**src/design/fpps_pkg.sv**
```systemverilog
// ----------------------------------------------------------------------------
// Flash page program sequencer package
// Shared constants, result codes and the job descriptor passed from the
// front end to the result expander.
// ----------------------------------------------------------------------------
package fpps_pkg;

   localparam int ADDRESS_BITS_DEFAULT = 19;
   localparam int MEM_SIZE_BITS        = 20;
   localparam int POLL_LIMIT_BITS      = 11;
   localparam int CSR_INDEX_BITS       = 2;
   localparam int CSR_DATA_BITS        = MEM_SIZE_BITS;
   localparam int DATA_BITS            = 8;
   localparam int PAGE_BITS            = 8;

   localparam logic [MEM_SIZE_BITS-1:0] SIZE_SMALL_MAX  = MEM_SIZE_BITS'(65536);
   localparam logic [MEM_SIZE_BITS-1:0] SIZE_MEDIUM_MAX = MEM_SIZE_BITS'(262144);
   localparam logic [MEM_SIZE_BITS-1:0] SIZE_RESET      = MEM_SIZE_BITS'(524288);
   localparam logic [POLL_LIMIT_BITS-1:0] POLL_RESET    = POLL_LIMIT_BITS'(1024);

   // page offset masks for 64, 128 and 256 byte pages
   localparam logic [PAGE_BITS-1:0] PAGE_MASK_64  = PAGE_BITS'(64 - 1);
   localparam logic [PAGE_BITS-1:0] PAGE_MASK_128 = PAGE_BITS'(128 - 1);
   localparam logic [PAGE_BITS-1:0] PAGE_MASK_256 = PAGE_BITS'(256 - 1);

   typedef enum logic [CSR_INDEX_BITS-1:0] {
      REG_MEMORY_SIZE = 2'd0,
      REG_POLL_LIMIT  = 2'd1
   } reg_index_type;

   typedef enum logic {
      CMD_PROGRAM = 1'b0,
      CMD_POLL    = 1'b1
   } command_type;

   typedef enum logic [2:0] {
      ACT_UNLOCK  = 3'd0,
      ACT_WRITE   = 3'd1,
      ACT_VERIFY  = 3'd2,
      ACT_OK      = 3'd3,
      ACT_TIMEOUT = 3'd4,
      ACT_IGNORED = 3'd5,
      ACT_DONE    = 3'd6
   } action_type;

   // up to three results per input item; last_idx selects the final one
   typedef struct packed {
      action_type  act0;
      action_type  act1;
      action_type  act2;
      logic [1:0]  last_idx;
   } job_ctrl_type;

endpackage

```
**src/design/fpps_if.sv**
```systemverilog
// ----------------------------------------------------------------------------
// Flash page program sequencer channels
// Valid/ready channels for write and poll items, results and register writes.
// ----------------------------------------------------------------------------
interface fpps_req_if #(parameter int ADDRESS_BITS = fpps_pkg::ADDRESS_BITS_DEFAULT);
   logic                    valid;
   logic                    ready;
   logic                    command;
   logic [ADDRESS_BITS-1:0] byte_address;
   logic [7:0]              write_data;
   logic                    final_byte;
   logic [7:0]              read_back;

   modport source (output valid, command, byte_address, write_data, final_byte, read_back,
                   input ready);
   modport sink (input valid, command, byte_address, write_data, final_byte, read_back,
                 output ready);
endinterface

interface fpps_rsp_if #(parameter int ADDRESS_BITS = fpps_pkg::ADDRESS_BITS_DEFAULT);
   logic                    valid;
   logic                    ready;
   logic [2:0]              action;
   logic [ADDRESS_BITS-1:0] out_address;
   logic [7:0]              out_data;
   logic [7:0]              observed;
   logic                    run_last;

   modport source (output valid, action, out_address, out_data, observed, run_last,
                   input ready);
   modport sink (input valid, action, out_address, out_data, observed, run_last,
                 output ready);
endinterface

interface fpps_csr_if;
   logic                                valid;
   logic                                ready;
   logic [fpps_pkg::CSR_INDEX_BITS-1:0] index;
   logic [fpps_pkg::CSR_DATA_BITS-1:0]  data;

   modport source (output valid, index, data, input ready);
   modport sink (input valid, index, data, output ready);
endinterface

```
**src/design/flash_page_program_sequencer_core.sv**
```systemverilog
// ----------------------------------------------------------------------------
// Flash page program sequencer core
// Page-mode programming with protection unlock and data-polling verify.
//
//   channel  direction  carries
//   req_ch   in         write byte or verify read result
//   rsp_ch   out        unlock, write, verify, ok, timeout, ignored, done
//   csr_ch   in         memory_size (index 0), poll_limit (index 1)
//
// An item is classified in the cycle it is accepted and enters a two-entry
// queue; the expander sends one result per cycle while the result port is
// not stalled, and an item yields one to three results.
// Items with a single result flow at one per cycle when the port is not stalled.
// Reset is synchronous; no clearing pass is needed.
// A stalled result port backs up through the queue to req_ch.ready.
// ----------------------------------------------------------------------------
module flash_page_program_sequencer_core import fpps_pkg::*; #(
   parameter int ADDRESS_BITS = ADDRESS_BITS_DEFAULT
) (
   input  logic        clock,
   input  logic        reset,
   fpps_req_if.sink    req_ch,
   fpps_rsp_if.source  rsp_ch,
   fpps_csr_if.sink    csr_ch
);

   localparam int JOB_BITS = $bits(job_ctrl_type) + ADDRESS_BITS + 2 * DATA_BITS;

   logic                    queue_full;
   logic                    queue_empty;
   logic                    job_push;
   logic                    queue_pop;
   job_ctrl_type            push_ctrl;
   logic [ADDRESS_BITS-1:0] push_address;
   logic [DATA_BITS-1:0]    push_data;
   logic [DATA_BITS-1:0]    push_observed;
   logic [JOB_BITS-1:0]     push_job;
   logic [JOB_BITS-1:0]     head_job;
   job_ctrl_type            head_ctrl;
   logic [ADDRESS_BITS-1:0] head_address;
   logic [DATA_BITS-1:0]    head_data;
   logic [DATA_BITS-1:0]    head_observed;

   assign push_job = {push_ctrl, push_address, push_data, push_observed};
   assign {head_ctrl, head_address, head_data, head_observed} = head_job;

   fpps_front #(
      .ADDRESS_BITS (ADDRESS_BITS)
   ) u_front (
      .clock        (clock),
      .reset        (reset),
      .req_ch       (req_ch),
      .csr_ch       (csr_ch),
      .queue_full   (queue_full),
      .job_push     (job_push),
      .job_ctrl     (push_ctrl),
      .job_address  (push_address),
      .job_data     (push_data),
      .job_observed (push_observed)
   );

   fpps_fifo #(
      .WIDTH (JOB_BITS)
   ) u_fifo (
      .clock     (clock),
      .reset     (reset),
      .push      (job_push),
      .push_data (push_job),
      .full      (queue_full),
      .pop       (queue_pop),
      .empty     (queue_empty),
      .head_data (head_job)
   );

   fpps_back #(
      .ADDRESS_BITS (ADDRESS_BITS)
   ) u_back (
      .clock        (clock),
      .reset        (reset),
      .queue_empty  (queue_empty),
      .queue_pop    (queue_pop),
      .job_ctrl     (head_ctrl),
      .job_address  (head_address),
      .job_data     (head_data),
      .job_observed (head_observed),
      .rsp_ch       (rsp_ch)
   );

endmodule

```
**src/design/fpps_fifo.sv**
```systemverilog
// ----------------------------------------------------------------------------
// Two-entry job queue
// Holds classified jobs between the front end and the result expander.
// ----------------------------------------------------------------------------
module fpps_fifo import fpps_pkg::*; #(
   parameter int WIDTH = 8
) (
   input  logic             clock,
   input  logic             reset,
   input  logic             push,
   input  logic [WIDTH-1:0] push_data,
   output logic             full,
   input  logic             pop,
   output logic             empty,
   output logic [WIDTH-1:0] head_data
);

   logic [WIDTH-1:0] entry_ff [2];
   logic             wr_ptr_ff, wr_ptr_in;
   logic             rd_ptr_ff, rd_ptr_in;
   logic [1:0]       count_ff, count_in;

   assign full      = (count_ff == 2'd2);
   assign empty     = (count_ff == 2'd0);
   assign head_data = entry_ff[rd_ptr_ff];

   always_comb begin
      wr_ptr_in = push ? ~wr_ptr_ff : wr_ptr_ff;
      rd_ptr_in = pop ? ~rd_ptr_ff : rd_ptr_ff;
      count_in  = count_ff + 2'(push) - 2'(pop);
   end

   always_ff @(posedge clock) begin
      if (reset) begin
         wr_ptr_ff <= 1'b0;
         rd_ptr_ff <= 1'b0;
         count_ff  <= 2'd0;
      end else begin
         wr_ptr_ff <= wr_ptr_in;
         rd_ptr_ff <= rd_ptr_in;
         count_ff  <= count_in;
      end
   end

   always_ff @(posedge clock) begin
      if (push) begin
         entry_ff[wr_ptr_ff] <= push_data;
      end
   end

`ifndef SYNTH
   a_no_overflow: assert property (@(posedge clock) disable iff (reset)
      full |-> !push || pop) else $error("job queue overflow");
   a_no_underflow: assert property (@(posedge clock) disable iff (reset)
      empty |-> !pop) else $error("job queue underflow");
   a_count_range: assert property (@(posedge clock) disable iff (reset)
      count_ff != 2'd3) else $error("job queue count out of range");
`endif

endmodule

```
**src/design/fpps_front.sv**
```systemverilog
// ----------------------------------------------------------------------------
// Front end
// Holds the registers and sequencing state, classifies each item and turns
// it into a job of one to three results.
// ----------------------------------------------------------------------------
module fpps_front import fpps_pkg::*; #(
   parameter int ADDRESS_BITS = ADDRESS_BITS_DEFAULT
) (
   input  logic                    clock,
   input  logic                    reset,
   fpps_req_if.sink                req_ch,
   fpps_csr_if.sink                csr_ch,
   input  logic                    queue_full,
   output logic                    job_push,
   output job_ctrl_type            job_ctrl,
   output logic [ADDRESS_BITS-1:0] job_address,
   output logic [DATA_BITS-1:0]    job_data,
   output logic [DATA_BITS-1:0]    job_observed
);

   logic [MEM_SIZE_BITS-1:0]   mem_size_ff;
   logic [POLL_LIMIT_BITS-1:0] poll_limit_ff;

   logic                       pending_ff, pending_in;
   logic [ADDRESS_BITS-1:0]    paddr_ff, paddr_in;
   logic [DATA_BITS-1:0]       pexp_ff, pexp_in;
   logic                       pfinal_ff, pfinal_in;
   logic [POLL_LIMIT_BITS-1:0] count_ff, count_in;
   logic                       at_start_ff, at_start_in;
   logic                       aborted_ff, aborted_in;

   logic                       accept;
   logic [PAGE_BITS-1:0]       page_mask;
   logic [PAGE_BITS-1:0]       offset;
   logic                       page_start, page_end, lead, close;
   logic [POLL_LIMIT_BITS-1:0] limit;

   assign req_ch.ready = !queue_full;
   assign csr_ch.ready = 1'b1;
   assign accept       = req_ch.valid && !queue_full;
   assign job_push     = accept;

   always_ff @(posedge clock) begin
      if (reset) begin
         mem_size_ff   <= SIZE_RESET;
         poll_limit_ff <= POLL_RESET;
      end else if (csr_ch.valid) begin
         case (csr_ch.index)
            REG_MEMORY_SIZE: mem_size_ff   <= csr_ch.data;
            REG_POLL_LIMIT:  poll_limit_ff <= csr_ch.data[POLL_LIMIT_BITS-1:0];
            default: ;
         endcase
      end
   end

   always_comb begin
      if (mem_size_ff <= SIZE_SMALL_MAX) begin
         page_mask = PAGE_MASK_64;
      end else if (mem_size_ff <= SIZE_MEDIUM_MAX) begin
         page_mask = PAGE_MASK_128;
      end else begin
         page_mask = PAGE_MASK_256;
      end
      offset     = req_ch.byte_address[PAGE_BITS-1:0] & page_mask;
      page_start = (offset == '0);
      page_end   = (offset == page_mask);
      lead       = page_start || at_start_ff;
      close      = page_end || req_ch.final_byte;
      // a limit of zero behaves as one
      limit      = (poll_limit_ff == '0) ? POLL_LIMIT_BITS'(1) : poll_limit_ff;
   end

   always_comb begin
      pending_in   = pending_ff;
      paddr_in     = paddr_ff;
      pexp_in      = pexp_ff;
      pfinal_in    = pfinal_ff;
      count_in     = count_ff;
      at_start_in  = at_start_ff;
      aborted_in   = aborted_ff;
      job_ctrl     = '{act0: ACT_IGNORED, act1: ACT_IGNORED, act2: ACT_IGNORED,
                       last_idx: 2'd0};
      job_address  = paddr_ff;
      job_data     = pexp_ff;
      job_observed = '0;

      if (req_ch.command == CMD_PROGRAM) begin
         if (aborted_ff) begin
            // drop writes up to the final one of the transfer
            if (req_ch.final_byte) begin
               aborted_in  = 1'b0;
               at_start_in = 1'b1;
            end
         end else if (!pending_ff) begin
            job_address = req_ch.byte_address;
            job_data    = req_ch.write_data;
            if (lead) begin
               job_ctrl.act0     = ACT_UNLOCK;
               job_ctrl.act1     = ACT_WRITE;
               job_ctrl.act2     = ACT_VERIFY;
               job_ctrl.last_idx = close ? 2'd2 : 2'd1;
            end else begin
               job_ctrl.act0     = ACT_WRITE;
               job_ctrl.act1     = ACT_VERIFY;
               job_ctrl.last_idx = close ? 2'd1 : 2'd0;
            end
            at_start_in = 1'b0;
            if (close) begin
               pending_in = 1'b1;
               paddr_in   = req_ch.byte_address;
               pexp_in    = req_ch.write_data;
               pfinal_in  = req_ch.final_byte;
               count_in   = POLL_LIMIT_BITS'(1);
            end
         end
      end else if (pending_ff) begin
         if (req_ch.read_back == pexp_ff) begin
            job_ctrl.act0     = ACT_OK;
            job_ctrl.act1     = ACT_DONE;
            job_ctrl.last_idx = pfinal_ff ? 2'd1 : 2'd0;
            pending_in        = 1'b0;
            if (pfinal_ff) begin
               at_start_in = 1'b1;
            end
         end else if (count_ff < limit) begin
            job_ctrl.act0 = ACT_VERIFY;
            count_in      = count_ff + POLL_LIMIT_BITS'(1);
         end else begin
            job_ctrl.act0 = ACT_TIMEOUT;
            job_observed  = req_ch.read_back;
            pending_in    = 1'b0;
            if (pfinal_ff) begin
               at_start_in = 1'b1;
            end else begin
               aborted_in = 1'b1;
            end
         end
      end
   end

   always_ff @(posedge clock) begin
      if (reset) begin
         pending_ff  <= 1'b0;
         pfinal_ff   <= 1'b0;
         count_ff    <= '0;
         at_start_ff <= 1'b1;
         aborted_ff  <= 1'b0;
      end else if (accept) begin
         pending_ff  <= pending_in;
         pfinal_ff   <= pfinal_in;
         count_ff    <= count_in;
         at_start_ff <= at_start_in;
         aborted_ff  <= aborted_in;
      end
   end

   always_ff @(posedge clock) begin
      if (accept) begin
         paddr_ff <= paddr_in;
         pexp_ff  <= pexp_in;
      end
   end

`ifndef SYNTH
   a_abort_excludes_poll: assert property (@(posedge clock) disable iff (reset)
      !(aborted_ff && pending_ff)) else $error("aborted while a verify is pending");
   a_abort_excludes_start: assert property (@(posedge clock) disable iff (reset)
      !(aborted_ff && at_start_ff)) else $error("aborted at transfer start");
   a_poll_excludes_start: assert property (@(posedge clock) disable iff (reset)
      !(pending_ff && at_start_ff)) else $error("verify pending at transfer start");
`endif

endmodule

```
**src/design/fpps_back.sv**
```systemverilog
// ----------------------------------------------------------------------------
// Result expander
// Walks the head job of the queue one result at a time into the output
// register.
// ----------------------------------------------------------------------------
module fpps_back import fpps_pkg::*; #(
   parameter int ADDRESS_BITS = ADDRESS_BITS_DEFAULT
) (
   input  logic                    clock,
   input  logic                    reset,
   input  logic                    queue_empty,
   output logic                    queue_pop,
   input  job_ctrl_type            job_ctrl,
   input  logic [ADDRESS_BITS-1:0] job_address,
   input  logic [DATA_BITS-1:0]    job_data,
   input  logic [DATA_BITS-1:0]    job_observed,
   fpps_rsp_if.source              rsp_ch
);

   logic                    valid_ff, valid_in;
   action_type              action_ff, action_in;
   logic [ADDRESS_BITS-1:0] address_ff, address_in;
   logic [DATA_BITS-1:0]    data_ff, data_in;
   logic [DATA_BITS-1:0]    observed_ff, observed_in;
   logic                    last_ff, last_in;
   logic [1:0]              idx_ff, idx_in;

   logic                    load;
   logic                    is_last;
   action_type              cur_act;

   assign rsp_ch.valid       = valid_ff;
   assign rsp_ch.action      = 3'(action_ff);
   assign rsp_ch.out_address = address_ff;
   assign rsp_ch.out_data    = data_ff;
   assign rsp_ch.observed    = observed_ff;
   assign rsp_ch.run_last    = last_ff;

   always_comb begin
      case (idx_ff)
         2'd0:    cur_act = job_ctrl.act0;
         2'd1:    cur_act = job_ctrl.act1;
         default: cur_act = job_ctrl.act2;
      endcase
      is_last   = (idx_ff == job_ctrl.last_idx);
      load      = !queue_empty && (!valid_ff || rsp_ch.ready);
      queue_pop = load && is_last;

      idx_in      = idx_ff;
      valid_in    = valid_ff && !rsp_ch.ready;
      action_in   = action_ff;
      address_in  = address_ff;
      data_in     = data_ff;
      observed_in = observed_ff;
      last_in     = last_ff;
      if (load) begin
         idx_in    = is_last ? 2'd0 : idx_ff + 2'd1;
         valid_in  = 1'b1;
         action_in = cur_act;
         last_in   = is_last;
         if (cur_act inside {ACT_WRITE, ACT_VERIFY, ACT_OK, ACT_TIMEOUT}) begin
            address_in = job_address;
            data_in    = job_data;
         end else begin
            address_in = '0;
            data_in    = '0;
         end
         observed_in = (cur_act == ACT_TIMEOUT) ? job_observed : '0;
      end
   end

   always_ff @(posedge clock) begin
      if (reset) begin
         valid_ff <= 1'b0;
         idx_ff   <= 2'd0;
      end else begin
         valid_ff <= valid_in;
         idx_ff   <= idx_in;
      end
   end

   always_ff @(posedge clock) begin
      action_ff   <= action_in;
      address_ff  <= address_in;
      data_ff     <= data_in;
      observed_ff <= observed_in;
      last_ff     <= last_in;
   end

`ifndef SYNTH
   a_idx_in_job: assert property (@(posedge clock) disable iff (reset)
      !queue_empty |-> idx_ff <= job_ctrl.last_idx) else $error("result index past job");
   a_idx_idle: assert property (@(posedge clock) disable iff (reset)
      queue_empty |-> idx_ff == 2'd0) else $error("result index left over");
   a_unlock_not_last: assert property (@(posedge clock) disable iff (reset)
      valid_ff && action_ff == ACT_UNLOCK |-> !last_ff) else $error("unlock closes an item");
`endif

endmodule

```
**src/flat_wrapper.sv**
```systemverilog
// flat-port wrapper written by rule: the top's interface ports become plain ports
module flash_page_program_sequencer_core_flat import fpps_pkg::*;
#(
   parameter int ADDRESS_BITS = ADDRESS_BITS_DEFAULT
)
  (clock, reset, req_ch_valid, req_ch_command, req_ch_byte_address, req_ch_write_data, req_ch_final_byte, req_ch_read_back, req_ch_ready, rsp_ch_valid, rsp_ch_action, rsp_ch_out_address, rsp_ch_out_data, rsp_ch_observed, rsp_ch_run_last, rsp_ch_ready, csr_ch_valid, csr_ch_index, csr_ch_data, csr_ch_ready);
  fpps_req_if #(.ADDRESS_BITS(ADDRESS_BITS)) req_ch_i ();
  fpps_rsp_if #(.ADDRESS_BITS(ADDRESS_BITS)) rsp_ch_i ();
  fpps_csr_if csr_ch_i ();
  input  logic clock;
  input  logic reset;
  input wire logic [$bits(req_ch_i.valid)-1:0] req_ch_valid;
  input wire logic [$bits(req_ch_i.command)-1:0] req_ch_command;
  input wire logic [$bits(req_ch_i.byte_address)-1:0] req_ch_byte_address;
  input wire logic [$bits(req_ch_i.write_data)-1:0] req_ch_write_data;
  input wire logic [$bits(req_ch_i.final_byte)-1:0] req_ch_final_byte;
  input wire logic [$bits(req_ch_i.read_back)-1:0] req_ch_read_back;
  output wire logic [$bits(req_ch_i.ready)-1:0] req_ch_ready;
  output wire logic [$bits(rsp_ch_i.valid)-1:0] rsp_ch_valid;
  output wire logic [$bits(rsp_ch_i.action)-1:0] rsp_ch_action;
  output wire logic [$bits(rsp_ch_i.out_address)-1:0] rsp_ch_out_address;
  output wire logic [$bits(rsp_ch_i.out_data)-1:0] rsp_ch_out_data;
  output wire logic [$bits(rsp_ch_i.observed)-1:0] rsp_ch_observed;
  output wire logic [$bits(rsp_ch_i.run_last)-1:0] rsp_ch_run_last;
  input wire logic [$bits(rsp_ch_i.ready)-1:0] rsp_ch_ready;
  input wire logic [$bits(csr_ch_i.valid)-1:0] csr_ch_valid;
  input wire logic [$bits(csr_ch_i.index)-1:0] csr_ch_index;
  input wire logic [$bits(csr_ch_i.data)-1:0] csr_ch_data;
  output wire logic [$bits(csr_ch_i.ready)-1:0] csr_ch_ready;
  assign req_ch_i.valid = req_ch_valid;
  assign req_ch_i.command = req_ch_command;
  assign req_ch_i.byte_address = req_ch_byte_address;
  assign req_ch_i.write_data = req_ch_write_data;
  assign req_ch_i.final_byte = req_ch_final_byte;
  assign req_ch_i.read_back = req_ch_read_back;
  assign req_ch_ready = req_ch_i.ready;
  assign rsp_ch_valid = rsp_ch_i.valid;
  assign rsp_ch_action = rsp_ch_i.action;
  assign rsp_ch_out_address = rsp_ch_i.out_address;
  assign rsp_ch_out_data = rsp_ch_i.out_data;
  assign rsp_ch_observed = rsp_ch_i.observed;
  assign rsp_ch_run_last = rsp_ch_i.run_last;
  assign rsp_ch_i.ready = rsp_ch_ready;
  assign csr_ch_i.valid = csr_ch_valid;
  assign csr_ch_i.index = csr_ch_index;
  assign csr_ch_i.data = csr_ch_data;
  assign csr_ch_ready = csr_ch_i.ready;
  flash_page_program_sequencer_core #(.ADDRESS_BITS(ADDRESS_BITS)) u_core (.clock(clock), .reset(reset), .req_ch(req_ch_i), .rsp_ch(rsp_ch_i), .csr_ch(csr_ch_i));
endmodule
```
**config.mk**
```make
export PLATFORM = sky130hd
export DESIGN_NAME = flash_page_program_sequencer_core_flat
export DESIGN_NICKNAME = d
export VERILOG_FILES = /design/src/design/fpps_pkg.sv /design/src/design/fpps_if.sv /design/src/design/flash_page_program_sequencer_core.sv /design/src/design/fpps_fifo.sv /design/src/design/fpps_front.sv /design/src/design/fpps_back.sv /design/src/flat_wrapper.sv
export SDC_FILE = /design/constraint.sdc
export NUM_CORES = 1
export LEC_CHECK = 0
export ABC_AREA = 1
export BUFFER_PORTS_ARGS = -buffer_cell sky130_fd_sc_hd__buf_2
export CAP_MARGIN = 20
export CORE_ASPECT_RATIO = 0.6
export CORE_UTILIZATION = 45
export DETAILED_ROUTE_END_ITERATION = 10
export PLACE_DENSITY = 0.74
export SLEW_MARGIN = 0
export SYNTH_ARGS = -nofsm -noshare
export SYNTH_HDL_FRONTEND = slang
export SYNTH_SLANG_ARGS = --single-unit
```
**constraint.sdc**
```tcl
create_clock -name clock -period 3.8 [get_ports clock]
set_clock_uncertainty 0.15 [all_clocks]
set_input_delay 1.14 -clock clock [delete_from_list [all_inputs] [get_ports clock]]
set_output_delay 1.14 -clock clock [all_outputs]
set_load 0.02 [all_outputs]
```
After elaboration in Yosys (flattened, before gate mapping). Memory sizes are Yosys's and may differ from the RTL's. A register that Yosys moved wholly into a read port is not among the register bits. Index checks and enable logic that the tools add are counted.

Add/subtract/negate cells: 4. $lt $le $gt $ge: 3. Equal/unequal tests: 20. Muxes and demuxes: 66. Bitwise operators: 6. Reduce and logical (&&, ||, !) cells: 25.

Operators by type and width (number): 11-bit 2-to-1 mux (10); 8-bit 2-to-1 mux (9); 19-bit 2-to-1 mux (3); 1-bit 2-to-1 mux (31); 20-bit by 17-bit less-or-equal comparator with 1-bit output, second input constant (1); 20-bit by 19-bit less-or-equal comparator with 1-bit output, second input constant (1); 8-bit equality test (2); 5-bit AND reduction (3); 3-bit 2-to-1 mux (4); 6-bit 2-to-1 mux (2); 11-bit by 1-bit adder with 11-bit output, second input constant (1); 11-bit zero test (1); 11-bit less-than comparator (1); 2-bit 2-to-1 mux (5); 2-bit inequality test, second input constant (5); 8-bit bitwise AND (1); 8-bit zero test (1); 7-bit AND reduction (1); 3-bit by 2-bit equality test with 1-bit output, second input constant (2); 2-bit zero test (3); 3-bit inequality test, second input constant (2); 3-bit case mux with 2 select lines (1); 2-bit AND reduction (3); 1-bit NOT (5); other kinds (16) (26).

Flip-flop bits (word level): 119. RAM bits: 92. Bits of input ports: 64. Output and inout bits: 42. Word-level logic and storage cells: 144. Memories: 1.

Memory list: u_core.u_fifo.entry_ff (words 2, bits a word 46, read ports 1, clocked after memory_dff 1, wr ports 1, RTL line fpps_fifo.sv:18) `logic [WIDTH-1:0] entry_ff [2];`.

Longest topological paths before layout.
Depth after elaboration: 11. Mapped depth: 16. Gate-level depth less buffers: 15.

Hierarchy. Synthesis repeated with hierarchy kept, for this count alone.

Cell total of the unflattened synthesis: 861. Area, all modules: 9566.7 um^2.

By module, submodules not included: fpps_front (instances 1, cells an instance 531, area each 3936.3 um^2, sequential area each 1731.7 um^2); fpps_fifo (instances 1, cells an instance 174, area each 3746.1 um^2, sequential area each 2862.7 um^2); fpps_back (instances 1, cells an instance 156, area each 1884.3 um^2, sequential area each 1231.2 um^2).

Worst setup path before layout. OpenSTA, ideal clock, no wires.

Path type: input port to flip-flop. From: in req_ch_valid. To: mem u_core.u_fifo.entry_ff[1][0] (netlist name) (enable). Setup time: 449 ps. Arrival: 3140 ps. Data required time: 3201 ps. Slack: 61 ps. Stages: 2. Path buffers: 0. Cell sequence: nand2_2 > nor2_1.

Longest elaborated chain between the ends: 3.

RTL lines: start, declared (RTL line flat_wrapper.sv:12) `input wire logic [$bits(req_ch_i.valid)-1:0] req_ch_valid;`; 1-bit logical AND (RTL line fpps_front.sv:40) `assign accept = req_ch.valid && !queue_full;`; 1-bit 2-to-1 mux (RTL line fpps_fifo.sv:46) `if (push) begin`; 1-bit 2-to-1 mux (implied by the code) (RTL line fpps_fifo.sv:47) `entry_ff[wr_ptr_ff] <= push_data;`; end, declared (RTL line fpps_fifo.sv:18).

No other way between the ends.

==> metrics.cfg <==
[place]
hpwl_um=12190
dp_slack_ps=862.2
routabilityCongestion=0.8694
port_buffers=104
placed_cells=1218

[clocking]
cts_hold_buf=0
cts_buffers=20
ctsResizeCount=0
clock_sinks=210
cts.path.max_buffers=3
htreeDepth=1
cts-root-buf=clkbuf_16
insertion_delay_ps=500
post-cts-setup-buffers=0
cts_tree=built
worst_setup_hold_path_clk_slew_ps=70

[status]
status=finished clean

[pwr]
sequentialPowerShare_pct=44.7
ir_drop_mv=0.5452
p_int_uw=4883
switching_share_pct=35.55
power_density_nw_per_um2=735.7
p_comb_share_pct=30.5
p_clk_share_pct=24.8
p_switching_uw=2693
finalPower_uw=7576
leakagePower_uw=0.004240

[global_route]
grt_antenna_before_repair=1
grt_overflow_total=0
grt_max_degree=46
grtUsageTotal_pct=18.32
grt_pass1_vias=5722
grt_pass1_wl_um=29600

[sta]
fin_setup_tns_ps=0
grt_setup_unrepaired=false
tightest_slew_ps=663.8
layout_setup_ws_ps=1040
fmax_ghz=0.3623
relSlewSlack_pct=55.63
setup_violations=0
hold_viol_final=0
drv_slew=0
period_minus_slack_ps=2760
final.period_utilization_pct=72.63

[cells_and_area]
syn2layout_area_growth_pct=15.77
final_core_util_pct=53.70
drive_gt1_share_pct=18.93
num-nets-final=1054
finalNonFillerCells=1254
num_antenna_cells=0

[synth]
yosys_warnings=0
yosysUniqueCellTypes=42
ys_ff_latch=210
syn-num-nets=952
avgSynthCellArea_sq_um=10.20
synth_area_leader_cell=edfxtp_1
synth_seq_area_share_pct=64.82
yosys-top-cells-area=edfxtp_1 53%, dfxtp_1 12%, nand2_1 8.9%
netlist_area_sq_um=8895
syn-instance-count=872
synthArstFlopShare_pct=0
synth_edf_count=156
synth_flop_cell=edfxtp_1
synth.top_cell.area_share_pct=52.67

[die]
die_area_sq_um=20350
fp-row-count=39
core_sq_um=19180
die_w_um=183.5
start_util_pct=46.38
io_pins=106
die_y_um=110.9

[detailed_routing]
ant_nets=0
drtPass1Iterations=5
routed_wl_um=18130
route.vias.total=6173
via_per_inst=4.923
drc=0
drt_iter0_markers=601
routedWlPerCell_um=14.46

[critical_path]
path_class=reg2reg
slowest_delay_ps=570
crit_required_ps=4070
cp_top_family=flip-flops
endpoint_kind=flop
worstPathMaxFanout=29
cp.arrival_ps=3030
start_kind=flop
cp_num_buf_inv=2
cp_common_cell=nand2_1
crit_slowest_cell=dfxtp_2
worstPathCellList=buf_4, nand2_1, nand2_1, xor2_1, nand2_1, nor2_1, ha_1, inv_1, ha_1, xor2_1, o21ai_0, a21oi_1

[hold_path]
hold_class=reg2reg

[job]
drv_cap=0

==> synthesized netlist by cell type, drive strengths merged (3+ instances only) <==
cell	number
o21ai	63
nand2	222
o21a	5
a21oi	72
inv	78
edfxtp	156
dfxtp	54
or2	4
clkbuf	21
nor3	15
nand4	8
nor2	105
xor2	3
ha	16
buf	13
nand3	25
==> power by group through the flow <==
stage               registers [uW]  clock network, uW  logic, uW
floorplan                     3670                  0       1460
global placement              3440                  0       2270
detailed placement            3430                  0       2330
CTS                           3390               1930       2330
global route                  3440               2010       2570
finish                        3390               1880       2310
==> state kept, by name, indices dropped and copies added (netlist names), named ones only <==
name                              cells
u_core.u_back.rsp_ch.action           3
u_core.u_back.idx_ff                  2
u_core.u_fifo.count_ff                2
u_core.u_back.rsp_ch.out_address     19
u_core.u_front.mem_size_ff           20
u_core.u_fifo.entry_ff               90
u_core.u_front.pending_ff             1
u_core.u_front.pfinal_ff              1
u_core.u_front.aborted_ff             1
u_core.u_fifo.wr_ptr_ff               1
u_core.u_fifo.rd_ptr_ff               1
u_core.u_front.at_start_ff            1
u_core.u_front.count_ff              11
u_core.u_front.poll_limit_ff         11
u_core.u_front.pexp_ff                8
u_core.u_back.rsp_ch.out_data         8
u_core.u_back.rsp_ch.run_last         1
u_core.u_back.rsp_ch.observed         8
u_core.u_back.rsp_ch.valid            1
u_core.u_front.paddr_ff              19
==> through the flow <==
step                      cell area (sq um)  hold slack (ps)
final                                 10300            326.1
after global routing                  10300            349.0
after CTS                             10300            323.7
after detailed placement               9679            312.6
after global placement                 9679            298.0
after floorplan                        8895            279.7
==> tightest hold or removal path, cell delays in order (launching register included) <==
cell and delay, ps:
dfxtp_1 300, inv_1 60, a21oi_1 60
==> layout by cell type, fill, tap and decap left out, types with 7 or more instances in the layout <==
cell and count:
a21oi_1 61, a21oi_2 10, buf_2 104, buf_4 9, clkbuf_16 20, dfxtp_1 53, edfxtp_1 156, ha_1 16
inv_1 70, inv_2 7, nand2_1 210, nand2_2 10, nand3_1 23, nand4_1 8, nor2_1 100, nor3_1 15
o21ai_0 61
==> path summary, 6_finish.rpt <==
kind / slack (ps) / startpoint / end / cells after the start
setup / recovery: 1040 / flop / u_core.u_fifo.count_ff[1] / 12
hold / removal: 330 / u_core.u_front.mem_size_ff[18] / u_core.u_front.mem_size_ff[18] / 2
setup reg to reg: 1040 / flop / u_core.u_fifo.count_ff[1] / 12
hold reg to reg: 330 / u_core.u_front.mem_size_ff[18] / u_core.u_front.mem_size_ff[18] / 2
==> layout make-up <==
type	count	area (sq um)
Fill cell	1656	8880
Sequential cell	210	5767
Multi-Input combinational cell	550	2676
Timing Repair Buffer	114	608.1
Clock buffer	22	508.0
Tap cell	266	332.8
Inverter	78	295.3
Clock inverter	14	110.1
==> cell families after synthesis <==
family | after synthesis | share of synthesized area (%)
compound gates | 149 | 9.425
buf+inv | 112 | 5.388
other cells | 1 | 0.04216
simple gates | 380 | 17.68
flops | 210 | 64.82
fa+ha+maj | 16 | 2.251
xor+xnor | 4 | 0.3939
==> routing by layer <==
layer,wire length (um),GRT usage [%],part of all wire [%]
met4,260,4.167,1.4
met5,13,0,0.072
met2,7373,25.66,41
met3,1165,3.647,6.4
met1,9314,28.92,51
Power figures use the tool's default switching activity.
